===== src/rtl/core/itse_ram.sv =====
`default_nettype none
// ----------------------------------------------------------------------------
// itse_ram
// Generic single write port, single read port RAM with registered read.
// ----------------------------------------------------------------------------
module itse_ram #(
    parameter int WIDTH = 76,
    parameter int DEPTH = 16
) (
    input  wire logic                     clk,
    input  wire logic                     we,
    input  wire logic [$clog2(DEPTH)-1:0] waddr,
    input  wire logic [WIDTH-1:0]         wdata,
    input  wire logic                     re,
    input  wire logic [$clog2(DEPTH)-1:0] raddr,
    output      logic [WIDTH-1:0]         rdata
);

    logic [WIDTH-1:0] mem_reg [DEPTH];
    logic [WIDTH-1:0] rdata_reg;

    // Write port
    always_ff @(posedge clk)
    begin
        if (we)
        begin
            mem_reg[waddr] <= wdata;
        end
    end

    // Registered read, held while no read is issued
    always_ff @(posedge clk)
    begin
        if (re)
        begin
            rdata_reg <= mem_reg[raddr];
        end
    end

    assign rdata = rdata_reg;

endmodule
`default_nettype wire


===== config.mk =====
export PLATFORM = sky130hd
export DESIGN_NAME = itse_ram
export DESIGN_NICKNAME = d
export VERILOG_FILES = /design/src/rtl/core/itse_ram.sv
export SDC_FILE = /design/constraint.sdc
export NUM_CORES = 1
export LEC_CHECK = 0
export BUFFER_PORTS_ARGS = -buffer_cell sky130_fd_sc_hd__buf_2
export CAP_MARGIN = 5
export CORE_MARGIN = 2
export CORE_UTILIZATION = 23
export CTS_CLUSTER_DIAMETER = 60
export DETAILED_ROUTE_END_ITERATION = 7
export HOLD_SLACK_MARGIN = 0.08
export SLEW_MARGIN = 20
export SYNTH_ARGS = -nofsm -noshare
export SYNTH_HDL_FRONTEND = slang
export SYNTH_SLANG_ARGS = --single-unit

===== constraint.sdc =====
create_clock -name clk -period 7.3 [get_ports clk]
set_input_delay 1.095 -clock clk [delete_from_list [all_inputs] [get_ports clk]]
set_output_delay 1.095 -clock clk [all_outputs]
set_load 0.005 [all_outputs]

# After elaboration in Yosys (flattened, before gate mapping)
# Memories as Yosys holds them, arrays and structs flattened. A register that Yosys moved wholly into a read port is not among the register bits.
# Cells that the tools add are included.
# word_totals
register_bits,0
ramBits,1216
elab_cells,3
mem_count,1
# mem_list
memory,words,width,read_ports,rd_clocked_by_memory_dff,wr,line_no,rtl
mem_reg,16,76,1,1,1,19,logic [WIDTH-1:0] mem_reg [DEPTH];
# classes
muxes,2
# ops
operator,count
1-bit two-way mux,2

# Longest topological paths before layout
# Gate-level depths: netlist of run 1.
# depth
ltp_word,2
depth_mapped,6

# Worst setup path after synthesis of run 1
# No wires, ideal clock.
# synth_path
kind,input port to flip-flop
start,input port waddr[2]
end,memory mem_reg[0][0] (enable)
setup_time_ns,0.605
arrival_time_ns,6.763
t_required_ns,6.695
slack_ns,-0.067
cell_stages,2
path_buffers,0
cell_sequence,or3b_2 > nor3_1
# synth_rtl
item,line_no,rtl
"start, declared",12,"input wire logic [$clog2(DEPTH)-1:0] waddr,"
"end, declared",19,
# Straight into the memory's write port.

# Worst setup path after layout of run 1
# layout_path
start,input port waddr[2]
end,memory mem_reg[3][55] (enable)
# Straight into the memory's write port.

==> results of run 1 <==
-- cell usage after synthesis, drive strengths merged --
master / number / area share, %
a22oi: 152 / 2.4
and2: 1 / 0.013
buf: 53 / 0.75
clkbuf: 48 / 0.38
edfxtp: 1292 / 81
mux4: 304 / 14
nand2: 77 / 0.61
nand2b: 2 / 0.026
nand3: 1 / 0.010
nand3b: 2 / 0.031
nor2: 13 / 0.10
nor2b: 2 / 0.026
nor3: 4 / 0.042
or3b: 1 / 0.018
-- logic make-up after synthesis --
logic type	count (synthesis)	synth area share [%]
AO/OA/AOI/OAI	152	2.39
buffers and inverters	101	1.13
flip-flops	1292	81.3
multiplexers	304	14.3
AND/OR/NAND/NOR	103	0.875
-- path summary, 6_finish.rpt --
kind                         end  cells after the start           start
setup reg to reg       rdata[31]                      3  mem_reg[3][31]
hold / removal         rdata[25]                      3  mem_reg[4][25]
setup / recovery  mem_reg[3][55]                      5        waddr[2]
hold reg to reg        rdata[25]                      3  mem_reg[4][25]
-- worst max-delay path, delay by kind of cell --
kind	cells	cell delay, ns
AND/OR/NAND/NOR	2	0.73
buffers and inverters	3	1.50
-- power by group through the flow --
| stage | clock, mW | sequential, mW | combinational, mW |
|---|---|---|---|
| finish | 6.17 | 8.41 | 0.712 |
| global route | 6.61 | 8.43 | 0.777 |
| CTS | 6.32 | 8.42 | 0.737 |
| detailed placement | 0 | 8.58 | 0.736 |
| global placement | 0 | 8.57 | 0.725 |
| floorplan | 0 | 8.56 | 0.395 |
-- cell type report --
class                           count  share of cell area, %
Clock buffer                      143                   5.56
Tap cell                         2704                   6.05
Clock inverter                     85                   1.43
Sequential cell                  1292                   69.3
Timing Repair Buffer              202                   2.32
Multi-Input combinational cell    559                   15.3
Antenna cell                        8                 0.0358
-- metal layers --
layer / part of all wire [%] / routed length [µm] / GRT usage (%) / up-vias
li1: - / - / - / 8905
met1: 41 / 48000 / 14.0 / 11500
met2: 50 / 58300 / 18.4 / 695
met3: 5.8 / 6740 / 2.09 / 213
met4: 2.4 / 2820 / 2.89 / 18
met5: 0.094 / 109 / 0 / -
-- through the flow --
step	std cells	power [mW]
after floorplan	1952	8.96
after global placement	4757	9.30
after detailed placement	4757	9.32
after CTS	4985	15.5
after global routing	4989	15.8
final	4993	15.3
==> out/metrics.cfg, run 1 <==
[place]
io_buffer_count = 162
placed_cell_area_um2 = 52000
place_ws_ns = 3.44
hpwl_um = 61000
place.gp.congestion = 0.681

[power]
switching_share_pct = 21.6
peakVddDrop_uv = 230
clkPwrFrac_pct = 40.3
p_per_area_nw_per_um2 = 273
p_sw_mw = 3.30
internal_power_mw = 12.0
pwr-share-comb_pct = 4.7
power_frac_seq_pct = 55.0
p_leak_nw = 17.2

[routing]
drc = 0
routedWlPerCell_um = 23.2
detail_route.vias_per_cell = 4.27
dr.pass1.iters = 5
ant_nets = 0
finalWirelength_um = 116000
drtIter0Drc = 1956
via_count = 21300

[worst_setup_path]
cp_slowest_cell = buf_4
path_max_fanout = 49
cpMostUsedCell = buf_4
cp_cell_sequence = buf_2, or3b_2, nor2_4, buf_4, buf_4
path_class = primary input to register
r2r_slack_ns = 5.75
crit_path_start_kind = primary input
critPathMaxStageDelay_ns = 0.79
critPathArrivalTime_ns = 3.43
cp.required_ns = 7.64
end_kind = register

[clock_tree]
cts-resized-gates = 0
cts_tree = built
cts_max_path_buffers = 3
hold_buffers = 0
clkSinkCount = 1292
cts_inserted_buffers = 121
htreeDepth = 3
post_cts_buffers = 0
insertion_delay_ns = 0.77
clockRootBuffer = clkbuf_16
clkTransAtPathRegs_ns = 0.06

[layout]
largest_reg_flops = 1216
drive_gt1_share_pct = 30.6
mostFrequentLayoutCells = 1,292 x edfxtp_1, 304 x mux4_2, 159 x buf_2, 152 x a22oi_1, 121 x clkbuf_16
fin_area_um2 = 56000
layout_commonest_cell = edfxtp_1
nets = 2263
fin_util_pct = 27.1
regArea_um2 = 38800
nFillCells = 20200
multi_input_area_um2 = 8550
syn2layout_area_growth_pct = 17.2

[synth]
synth_area_um2 = 47700
yosysWarningCount = 0
syn_nets = 2039
synth.yosys.seq_area_share_pct = 81.3
syn_avg_cell_area_um2 = 24.5
synthCells = 1952
ys_ff_latch = 1292
yosysUniqueCellTypes = 17

[sta]
timing.hold.ws_ns = 0.674
worst_slack_ns = 4.21
setup_viol = 0
drv_slew = 0
hold_violations = 0
relSlewSlack_pct = 29.0
period_share_pct = 42.3
rsz0062_at_grt = false
tightest_slew_ns = 1.06
skew_ns = 0.0827
clock.fmax_ghz = 0.324
tns_ns = 0
fin_crit_ns = 3.09

[global_route]
grt_pass1_vias = 22100
globalRoute.totalOverflow = 0
grt_max_degree = 131
gr-usage-all-layers_pct = 10.8
antenna_found_initial = 49
grt_pass1_wl_um = 165000

[job]
maxCapViolations = 0

[floorplanning]
core_um2 = 207000
fp.dieW_um = 460
die_y_um = 460
num_rows = 167
num_io_pins = 163
die_area_um2 = 211000
initial_core_util_pct = 23.1

[worst_hold_path]
hp-class = register to register

[run_status]
status = completed

No activity file was read; power rests on OpenSTA's default activity.
==> inputs of run 2 (changes only) <==
==> constraint.sdc (replaced) <==
create_clock -name clk -period 2.7 [get_ports clk]
set_input_delay 0.405 -clock clk [delete_from_list [all_inputs] [get_ports clk]]
set_output_delay 0.405 -clock clk [all_outputs]
set_load 0.005 [all_outputs]
==> run 2 against run 1 <==
Compared with the run above: highest routed layer unchanged; first-iteration DRC count grew 20%; largest cell class unchanged; global-route usage is 0.58 points higher; sequential power rose to 2.7 times the previous value; final cell count rose by 3.0%; clock power rose to 2.9 times the previous value; combinational power increased to 3.1 times the previous value; total power rose to 2.8 times the previous value; register-to-register slack got worse by 4.6 ns.
==> out/metrics.cfg, run 2 (synthesis results as in run 1) <==
[power]
pwr-share-comb_pct = 5.1  ; +0.4 points
clkPwrFrac_pct = 42.0  ; +1.7 points
power_frac_seq_pct = 52.9  ; -2.1 points
fin_total_pwr_mw = 43.0  ; +180%
p_per_area_nw_per_um2 = 738  ; +170%
internal_power_mw = 33.6  ; +180%
p_sw_mw = 9.38  ; +180%
peakVddDrop_uv = 629  ; +170%
p_leak_nw = 18.2  ; +5.9%
switching_share_pct = 21.8  ; +0.24 points

[routing]
drtIter0Drc = 2344  ; +20%
met1_length_um = 52200  ; +8.6%
dr_wl_met2_um = 59600  ; +2.3%
dr.pass1.iters = 5  ; unchanged
detail_route.vias_per_cell = 4.34  ; +1.6%
highest_layer = met5
routedWlPerCell_um = 23.7  ; +2.1%
drc = 0  ; unchanged
via_count = 22300  ; +4.7%
wl_met3_um = 7440  ; +10%
finalWirelength_um = 122000  ; +5.2%
ant_nets = 0  ; unchanged

[layout]
fin_util_pct = 28.2  ; +1.1 points
fin_area_um2 = 58300  ; +4.1%
mostFrequentLayoutCells = 1,292 x edfxtp_1, 304 x mux4_2, 159 x buf_2, 152 x a22oi_1, 140 x clkbuf_16
fin_cells = 5143  ; +3.0%
syn2layout_area_growth_pct = 22.0
layout_commonest_cell = edfxtp_1
drive_gt1_share_pct = 31.7  ; +1.1 points
largest_reg_flops = 1216  ; unchanged
nets = 2415  ; +6.7%

[sta]
hold_violations = 0  ; unchanged
tightest_slew_ns = 0.714  ; -0.351 ns
setup_viol = 0  ; unchanged
rsz0062_at_grt = false
period_share_pct = 69.7
relSlewSlack_pct = 52.2  ; +23 points
drv_slew = 0  ; unchanged
fin_crit_ns = 1.88
skew_ns = 0.0456  ; -0.0371 ns
clock.fmax_ghz = 0.531

[global_route]
grt_max_degree = 77  ; -41%
antenna_found_initial = 30  ; -39%
gr-usage-all-layers_pct = 11.4  ; +0.58 points
grt_pass1_vias = 23000  ; +4.0%
globalRoute.totalOverflow = 0  ; unchanged
grt_pass1_wl_um = 172000  ; +4.4%

[clock_tree]
cts_inserted_buffers = 136  ; +12%
clockRootBuffer = clkbuf_16
insertion_delay_ns = 0.77  ; about the same
cts_max_path_buffers = 3  ; unchanged
cts_tree = built
clkSinkCount = 1292  ; unchanged
clkTransAtPathRegs_ns = 0.06  ; about the same
htreeDepth = 4  ; +1

[floorplanning]
initial_core_util_pct = 23.1  ; unchanged
core_um2 = 207000  ; unchanged
die_area_um2 = 211000  ; unchanged
num_rows = 167  ; unchanged
num_io_pins = 163  ; unchanged
die_y_um = 460  ; unchanged
fp.dieW_um = 460  ; unchanged

[worst_setup_path]
cp_slowest_cell = edfxtp_1
cp_cell_sequence = buf_2
end_kind = primary output
path_class = register to primary output
cp.required_ns = 2.30  ; -5.34 ns
timing.critical_path.buf_inv = 1  ; -2
cp_top_family = flip-flops
path_max_fanout = 1  ; -98%
crit_path_start_kind = register
critPathMaxStageDelay_ns = 0.51  ; -0.28 ns
critPathArrivalTime_ns = 1.48  ; -1.95 ns

[run_status]
status = completed

[job]
maxCapViolations = 0  ; unchanged

[place]
hpwl_um = 66700  ; +9.4%
place.gp.congestion = 0.685  ; +0.65%
io_buffer_count = 162  ; unchanged
placed_cell_area_um2 = 53100  ; +2.1%
place_inst = 4818  ; +1.3%

[worst_hold_path]
hp-class = primary input to register

-- run 2: final timing paths --
kind | from | to | slack [ns] | cells after the start
worst max register to register | mem_reg[11][3] | rdata[3] | 1.17 | 3
worst min-delay path | re | rdata[17] | 0.15 | 2
worst min register to register | mem_reg[13][58] | rdata[58] | 0.73 | 3
worst max-delay path | rdata[2] | rdata[2] | 0.82 | 1
-- run 2: power groups by stage --
stage                     combinational, mW  sequential, mW  clock, mW
after floorplan                        1.08            23.1          0
after global placement                 2.10            23.2          0
after detailed placement               2.14            23.2          0
after CTS                              2.25            22.8       18.5
after global routing                   2.37            22.8       19.3
final                                  2.19            22.7       18.1
-- run 2: cell type report --
class	instances	area, µm²
diodes	6	15.0
clock buffers	174	3630
clock inverters	69	703
fillers	20000	148000
multi-input cells	559	8580
flip-flops and latches	1292	38800
well taps	2704	3380
repair buffers	339	3140
-- run 2: repair_timing --
item,CTS,global route
hold buffers,76,0
endpoints found under the hold margin,1216,0
endpoints found under the setup margin,0,0
resized for setup,0,0
buffers inserted,0,0
-- run 2: routing by layer --
| metal | vias up | track usage [%] |
|---|---|---|
| met5 | - | 0 |
| met2 | 758 | 18.9 |
| met3 | 214 | 2.49 |
| met1 | 12200 | 15.1 |
| met4 | 10 | 2.98 |
| li1 | 9201 | - |
-- run 2: per-stage QoR --
step,TNS [ns],setup slack (ns),hold slack [ns]
5_1_grt,0,0.762,0.129
6_report,0,0.818,0.148
2_1_floorplan,-397.30,-0.552,0.504
4_1_cts,0,0.704,0.108
3_5_place_dp,0,0.358,0.731
3_3_place_gp,0,0.369,0.726
