**src/rtl/core/itse_pkg.sv**
```systemverilog
`default_nettype none
// ----------------------------------------------------------------------------
// itse_pkg
// Shared types, constants and helpers of the taxel spike encoder.
// ----------------------------------------------------------------------------
package itse_pkg;

    // Configuration register indexes
    typedef enum logic [3:0] {
        REG_CURRENT_GAIN         = 4'd0,
        REG_SPIKE_THRESHOLD      = 4'd1,
        REG_RESET_POTENTIAL      = 4'd2,
        REG_RECOVERY_JUMP        = 4'd3,
        REG_FLOOR_POTENTIAL      = 4'd4,
        REG_TIME_STEP            = 4'd5,
        REG_RECOVERY_RATE        = 4'd6,
        REG_RECOVERY_SENSITIVITY = 4'd7
    } reg_idx_t;

    // Configuration values as seen by the datapath
    typedef struct packed {
        logic        [23:0] current_gain;
        logic signed [7:0]  spike_threshold;
        logic signed [7:0]  reset_potential;
        logic        [7:0]  recovery_jump;
        logic signed [7:0]  floor_potential;
        logic        [31:0] time_step;
        logic        [15:0] recovery_rate;
        logic        [15:0] recovery_sensitivity;
    } cfg_t;

    // Register reset values
    localparam logic        [23:0] GAIN_RST      = 24'd5281291;
    localparam logic signed [7:0]  THR_RST       = 8'sd30;
    localparam logic signed [7:0]  RSTPOT_RST    = -8'sd65;
    localparam logic        [7:0]  JUMP_RST      = 8'd8;
    localparam logic signed [7:0]  FLOOR_RST     = -8'sd30;
    localparam logic        [31:0] DT_RST        = 32'd4294967;
    localparam logic        [15:0] RATE_RST      = 16'd1311;
    localparam logic        [15:0] SENS_RST      = 16'd13107;

    // Model constants in fixed point
    localparam logic        [13:0] QUAD_COEF     = 14'd10486;     // 0.04 in Q0.18
    localparam logic signed [31:0] CONST_TERM_Q  = 32'sd9175040;  // 140.0 in Q16.16
    localparam logic signed [31:0] V_RESET_Q     = -32'sd1966080; // -30.0 in Q16.16
    localparam logic        [39:0] CUR_MAX       = 40'h007FFFFFFF;

    // Saturate a wide signed value to 32 bits
    function automatic logic signed [31:0] sat32(input logic signed [65:0] x);
        logic signed [31:0] r;
        if (x > 66'sh0_7FFF_FFFF) begin
            r = 32'sh7FFF_FFFF;
        end else if (x < -66'sh0_8000_0000) begin
            r = -32'sh8000_0000;
        end else begin
            r = x[31:0];
        end
        return r;
    endfunction

endpackage
`default_nettype wire

```
**src/rtl/core/itse_cfg_if.sv**
```systemverilog
`default_nettype none
// ----------------------------------------------------------------------------
// itse_cfg_if
// Configuration write channel: register index and write data.
// ----------------------------------------------------------------------------
interface itse_cfg_if;
    logic        valid;
    logic        ready;
    logic [3:0]  index;
    logic [31:0] data;

    modport source (output valid, output index, output data, input ready);
    modport sink   (input valid, input index, input data, output ready);
endinterface
`default_nettype wire

```
**src/rtl/core/itse_cfg.sv**
```systemverilog
`default_nettype none
// ----------------------------------------------------------------------------
// itse_cfg
// Configuration register file, written through the configuration channel.
// ----------------------------------------------------------------------------
module itse_cfg (
    input  wire logic     clk,
    input  wire logic     rst_n,
    itse_cfg_if.sink      cfg,
    output itse_pkg::cfg_t regs
);

    itse_pkg::cfg_t regs_reg;

    assign cfg.ready = 1'b1;
    assign regs      = regs_reg;

    // Write the addressed register; drop writes beyond the list
    always_ff @(posedge clk or negedge rst_n)
    begin
        if (!rst_n)
        begin
            regs_reg.current_gain         <= itse_pkg::GAIN_RST;
            regs_reg.spike_threshold      <= itse_pkg::THR_RST;
            regs_reg.reset_potential      <= itse_pkg::RSTPOT_RST;
            regs_reg.recovery_jump        <= itse_pkg::JUMP_RST;
            regs_reg.floor_potential      <= itse_pkg::FLOOR_RST;
            regs_reg.time_step            <= itse_pkg::DT_RST;
            regs_reg.recovery_rate        <= itse_pkg::RATE_RST;
            regs_reg.recovery_sensitivity <= itse_pkg::SENS_RST;
        end
        else if (cfg.valid)
        begin
            unique case (cfg.index)
                itse_pkg::REG_CURRENT_GAIN:
                    regs_reg.current_gain <= cfg.data[23:0];
                itse_pkg::REG_SPIKE_THRESHOLD:
                    regs_reg.spike_threshold <= cfg.data[7:0];
                itse_pkg::REG_RESET_POTENTIAL:
                    regs_reg.reset_potential <= cfg.data[7:0];
                itse_pkg::REG_RECOVERY_JUMP:
                    regs_reg.recovery_jump <= cfg.data[7:0];
                itse_pkg::REG_FLOOR_POTENTIAL:
                    regs_reg.floor_potential <= cfg.data[7:0];
                itse_pkg::REG_TIME_STEP:
                    regs_reg.time_step <= cfg.data;
                itse_pkg::REG_RECOVERY_RATE:
                    regs_reg.recovery_rate <= cfg.data[15:0];
                itse_pkg::REG_RECOVERY_SENSITIVITY:
                    regs_reg.recovery_sensitivity <= cfg.data[15:0];
                default:
                    regs_reg <= regs_reg;
            endcase
        end
    end

endmodule
`default_nettype wire

```
**src/flat_wrapper.sv**
```systemverilog
// flat-port wrapper written by rule: the top's interface ports become plain ports
module itse_cfg_flat 
  (clk, rst_n, regs, cfg_valid, cfg_index, cfg_data, cfg_ready);
  itse_cfg_if cfg_i ();
  input  wire logic clk;
  input  wire logic rst_n;
  output itse_pkg::cfg_t regs;
  input wire logic [$bits(cfg_i.valid)-1:0] cfg_valid;
  input wire logic [$bits(cfg_i.index)-1:0] cfg_index;
  input wire logic [$bits(cfg_i.data)-1:0] cfg_data;
  output wire logic [$bits(cfg_i.ready)-1:0] cfg_ready;
  assign cfg_i.valid = cfg_valid;
  assign cfg_i.index = cfg_index;
  assign cfg_i.data = cfg_data;
  assign cfg_ready = cfg_i.ready;
  itse_cfg u_core (.clk(clk), .rst_n(rst_n), .cfg(cfg_i), .regs(regs));
endmodule
```
**config.mk**
```make
export PLATFORM = sky130hd
export DESIGN_NAME = itse_cfg_flat
export DESIGN_NICKNAME = d
export VERILOG_FILES = /design/src/rtl/core/itse_pkg.sv /design/src/rtl/core/itse_cfg_if.sv /design/src/rtl/core/itse_cfg.sv /design/src/flat_wrapper.sv
export SDC_FILE = /design/constraint.sdc
export NUM_CORES = 1
export LEC_CHECK = 0
export BUFFER_PORTS_ARGS = -buffer_cell sky130_fd_sc_hd__buf_2
export CAP_MARGIN = 20
export CORE_MARGIN = 2
export CORE_UTILIZATION = 49
export DETAILED_ROUTE_END_ITERATION = 8
export GPL_TIMING_DRIVEN = 0
export HOLD_SLACK_MARGIN = 0.05
export PLACE_DENSITY = 0.78
export SYNTH_ARGS = -nofsm -noshare
export SYNTH_HDL_FRONTEND = slang
export SYNTH_SLANG_ARGS = --single-unit
```
**constraint.sdc**
```tcl
create_clock -name clk -period 0.9 [get_ports clk]
set_input_delay 0.135 -clock clk [delete_from_list [all_inputs] [get_ports clk]]
set_output_delay 0.135 -clock clk [all_outputs]
set_load 0.005 [all_outputs]
```
* After elaboration in Yosys (flattened, before gate mapping)
Index checks and enable logic that the tools add are counted.
Operators by class: magnitude comparators 0, reduce and logical (&&, ||, !) cells 9, bitwise gates (word level) 0, mux-type cells 0, multipliers 0, equal/unequal tests 7, add/sub/neg operators 0, shift-type cells 0, divide/modulo/power cells 0
Operators by type and width (number):
- equality test 4 x 3 -> 1 bit (second input constant) | 4
- AND reduction 2 bit | 8
- equality test 4 x 2 -> 1 bit (second input constant) | 2
- equality test 4 x 1 -> 1 bit (second input constant) | 1
- zero test 4 bit | 1
Storage, ports and cells: input bits 39, bits in writable memories 0, bits in latches 0, logic and storage cells 24, bits in read-only memories 0, flip-flop bits (word level) 120, output and inout port bits 121, memories 0

* Depth between registers and ports, before layout
depth after elaboration 2, depth in mapped cells 5, gate-level depth less buffers 3

* Worst setup path after synthesis
Ideal clock, no wire load.
path type input to register, start in cfg_index[3], end reg u_core.regs_reg (netlist bit u_core.regs[10]), path slack -0.394 ns, data arrival time 1.169 ns, cell stages on the path 4, required time 0.775 ns, setup time 0.125 ns, path buffers 1, cell sequence nand2b_1 > nor2_2 > buf_2 > mux2_2
Between the ends: cells in the longest elaborated chain, start to end 2
Ends and longest elaborated chain:
- from (decl) | RTL line flat_wrapper.sv:9 | input wire logic [$bits(cfg_i.index)-1:0] cfg_index;
- equality test 4 x 3 -> 1 bit | RTL line itse_cfg.sv:34 | unique case (cfg.index)
- AND reduction 2 bit (no line)
- to (signal assigned) | RTL line itse_cfg.sv:52 | regs_reg <= regs_reg;
- to (decl) | RTL line itse_cfg.sv:13 | itse_pkg::cfg_t regs_reg;
Every way passes these cells. A chain may end at the register's enable or synchronous reset.

* Worst setup path in the final report
start reg u_core.regs_reg (netlist bit u_core.regs[47]), end out regs[47] in the netlist's numbering
RTL lines:
- to (decl) | RTL line flat_wrapper.sv:7 | output itse_pkg::cfg_t regs;
No word-level cell between the ends.

==> results.py <==
metrics = {
    "status": {
        "status": "finished, violations left",
        "violations": "hold timing, setup timing",
    },
    "logic_synthesis": {
        "ys_async_sr_fraction_pct": 100,
        "synth_flop_cell": "dfrtp_1",
        "synth_area_per_cell_um2": 17.1,
        "synthAdderAreaFrac_pct": 0,
        "syn_area_um2": 4570,
        "yosys.area_share.simple_pct": 1.83,
        "synth_top_family_by_area": "multiplexers",
        "synth_compound_area_share_pct": 0,
        "yosysWarningCount": 0,
        "synth_common_cells": "120 x mux2_2, 70 x dfrtp_1, 50 x dfstp_2",
        "syn_inst": 267,
        "ys_ff_latch": 120,
        "synth.top_cell.area_share_pct": 38.3,
        "synth_area_leaders": "dfrtp_1 38%, mux2_2 30%, dfstp_2 29%",
        "yosys.area.top_type": "dfrtp_1",
        "synthMuxAreaShare_pct": 29.6,
        "synth_edf_count": 0,
        "synth_seq_area_share_pct": 67.1,
        "synth-xor-area-share_pct": 0,
        "mappedNetlistNets": 306,
        "ys_types": 18,
        "yosysMostFrequentCell": "mux2_2",
    },
    "sta": {
        "max-slew-margin-rel_pct": 48.2,
        "worst_pin_slew_ns": 0.777,
        "rsz0062_at_grt": "true",
        "fin_crit_ns": 1.31,
        "fin_ws_ns": -0.405,
        "hold_viol": 39,
        "finalClockSkew_ns": 0,
        "slew_viol_final": 0,
        "post-route-period-util_pct": 145,
        "max_freq_mhz": 766,
        "finalSetupViolCount": 137,
        "hold_slack_ns": -0.286,
    },
    "power_and_ir_drop": {
        "p_int_mw": 15.0,
        "pwr-share-comb_pct": 26.2,
        "switching_share_pct": 25.8,
        "power_frac_seq_pct": 39.1,
        "vdd_drop_max_mv": 1.94,
        "p_clk_share_pct": 34.7,
        "p_leak_nw": 3.77,
        "power.total_mw": 20.2,
        "p_per_area_nw_per_um2": 2620,
        "p_sw_mw": 5.22,
    },
    "final_layout": {
        "fin_cells": 667,
        "finalNetCount": 582,
        "fin_util_pct": 84.2,
        "drive_above_1_share_pct": 80.8,
        "largest_reg_flops": 120,
        "syn_to_final_growth_pct": 68.7,
        "diodes": 0,
    },
    "floorplan": {
        "io_pins": 160,
        "placementRows": 35,
        "die_x_um": 101,
        "core_area_um2": 9150,
        "dieHeight_um": 101,
        "die-area_um2": 10100,
        "start_util_pct": 49.9,
    },
    "clock_network": {
        "cts_tree": "yes",
        "clock_latency_ns": 0.50,
        "cts_hold_buf": 32,
        "root_buffer": "clkbuf_8",
        "clk_pin_slew_ns": 0.06,
        "cts_sinks": 120,
        "cts.htree.levels": 4,
        "clock_path_buffers": 2,
        "cts_buffers": 17,
    },
    "place": {
        "numPortBuffers": 158,
        "gp_congestion": 0.724,
        "place_hpwl_um": 7110,
        "dp_slack_ns": -0.633,
        "placed_cells": 537,
    },
    "flow_run": {
        "cap_violations": 0,
    },
    "drt": {
        "dr.pass1.iters": 4,
        "viasPerCell": 5.11,
        "drt-initial-drc-count": 79,
        "detail_route.wl_per_cell_um": 21.8,
        "wl_um": 14500,
        "final_antenna_net_count": 0,
        "vias": 3410,
        "drc": 0,
    },
    "worst_setup_path": {
        "r2r-end": "u_core.regs[63]",
        "criticalPathCategory": "register to output pin",
        "crit_family": "flip-flops",
        "rr_startpoint": "u_core.regs[63]",
        "required_ns": 0.76,
        "end_kind": "output pin",
        "cpPeakStageDelay_ns": 0.56,
        "cp_slowest_cell": "dfstp_2",
        "critical_path_peak_fanout": 2,
        "worstPathArrival_ns": 1.17,
        "cp_cell_sequence": "buf_6",
        "r2r_setup_slack_ns": -0.09,
        "critPathLaunchType": "register",
        "cp_num_buf_inv": 1,
        "ff2ff_path_depth": 3,
    },
    "global_routing": {
        "grt_start_max_net_pins": 62,
        "grt_first_pass_wirelength_um": 18900,
        "gr-total-overflow": 0,
        "antenna_found_initial": 0,
        "grt_pass1_vias": 3593,
        "grt_use_total_pct": 24.8,
    },
    "min_path": {
        "hp-class": "input port to async pin",
    },
}
==> power by group through the flow <==
stage | combinational, mW | clock [mW] | sequential [mW]
floorplan | 1.53 | 0 | 7.83
global placement | 3.37 | 0 | 7.67
finish | 5.31 | 7.02 | 7.90
global route | 5.65 | 7.34 | 8.02
CTS | 4.55 | 7.01 | 7.71
detailed placement | 3.48 | 0 | 7.74
==> worst register-to-register path: stages, from the launching register on <==
cell	delay, ns
dfrtp_1	0.39
buf_4	0.14
buf_6	0.10
mux2_4	0.25
==> timing repair <==
action,in CTS,in global routing
endpoints found under the setup margin,163,153
gates resized for setup,25,45
setup buffers,47,27
cloned,0,1
pin swaps,3,1
endpoints found under the hold margin,159,39
==> how the worst max path moves through the flow <==
stage,start,to,slack [ns],cells after the start
2_1_floorplan,cfg_index[2],u_core.regs[21],-0.31,5
3_3_place_gp,rst_n,u_core.regs[74],-1.62,1
3_5_place_dp,cfg_index[3],u_core.regs[73],-0.63,4
4_1_cts,u_core.regs[87],regs[87],-0.42,1
5_1_grt,u_core.regs[8],regs[8],-0.43,1
6_report,u_core.regs[47],regs[47],-0.41,1
==> metal layers <==
layer  part of all wire [%]  GRT usage [%]
met4                    1.2           9.38
met2                     52           41.4
met5                      0              0
met3                    7.3           9.57
met1                     39           29.2
==> cells in the final DEF, fill, tap and decap left out, types with 2 or more instances in the layout <==
cell,count
buf_2,119
dfrtp_1,70
mux2_4,66
buf_6,55
mux2_2,54
buf_4,52
dfstp_2,50
dlygate4sd3_1,32
clkbuf_16,17
clkbuf_8,6
buf_12,5
inv_6,3
clkinv_4,3
bufinv_16,3
clkinvlp_4,3
nand2b_4,2
nor2_4,2
==> layout make-up <==
class | instances | area (µm²)
buffer | 12 | 169
clock buffer | 20 | 445
clock inverter | 12 | 165
fill | 415 | 1450
multi-input combinational | 135 | 1760
sequential | 120 | 3070
tap | 111 | 139
timing repair buffer | 257 | 1970
==> per-stage QoR <==
step | area [µm²] | TNS [ns] | hold WS (ns)
2_1_floorplan | 4930 | -21.51 | -0.161
3_3_place_gp | 5860 | -215.33 | 0.367
3_5_place_dp | 5890 | -63.86 | 0.262
4_1_cts | 7330 | -38.56 | -0.285
5_1_grt | 7710 | -42.46 | -0.240
6_report | 7710 | -37.84 | -0.286
==> kinds of logic after synthesis <==
kind of cell | count (synthesis)
mux | 120
flops | 120
simple gates | 14
buf+inv | 12
other cells | 1
Note: power is estimated with default switching activity, not from simulation.
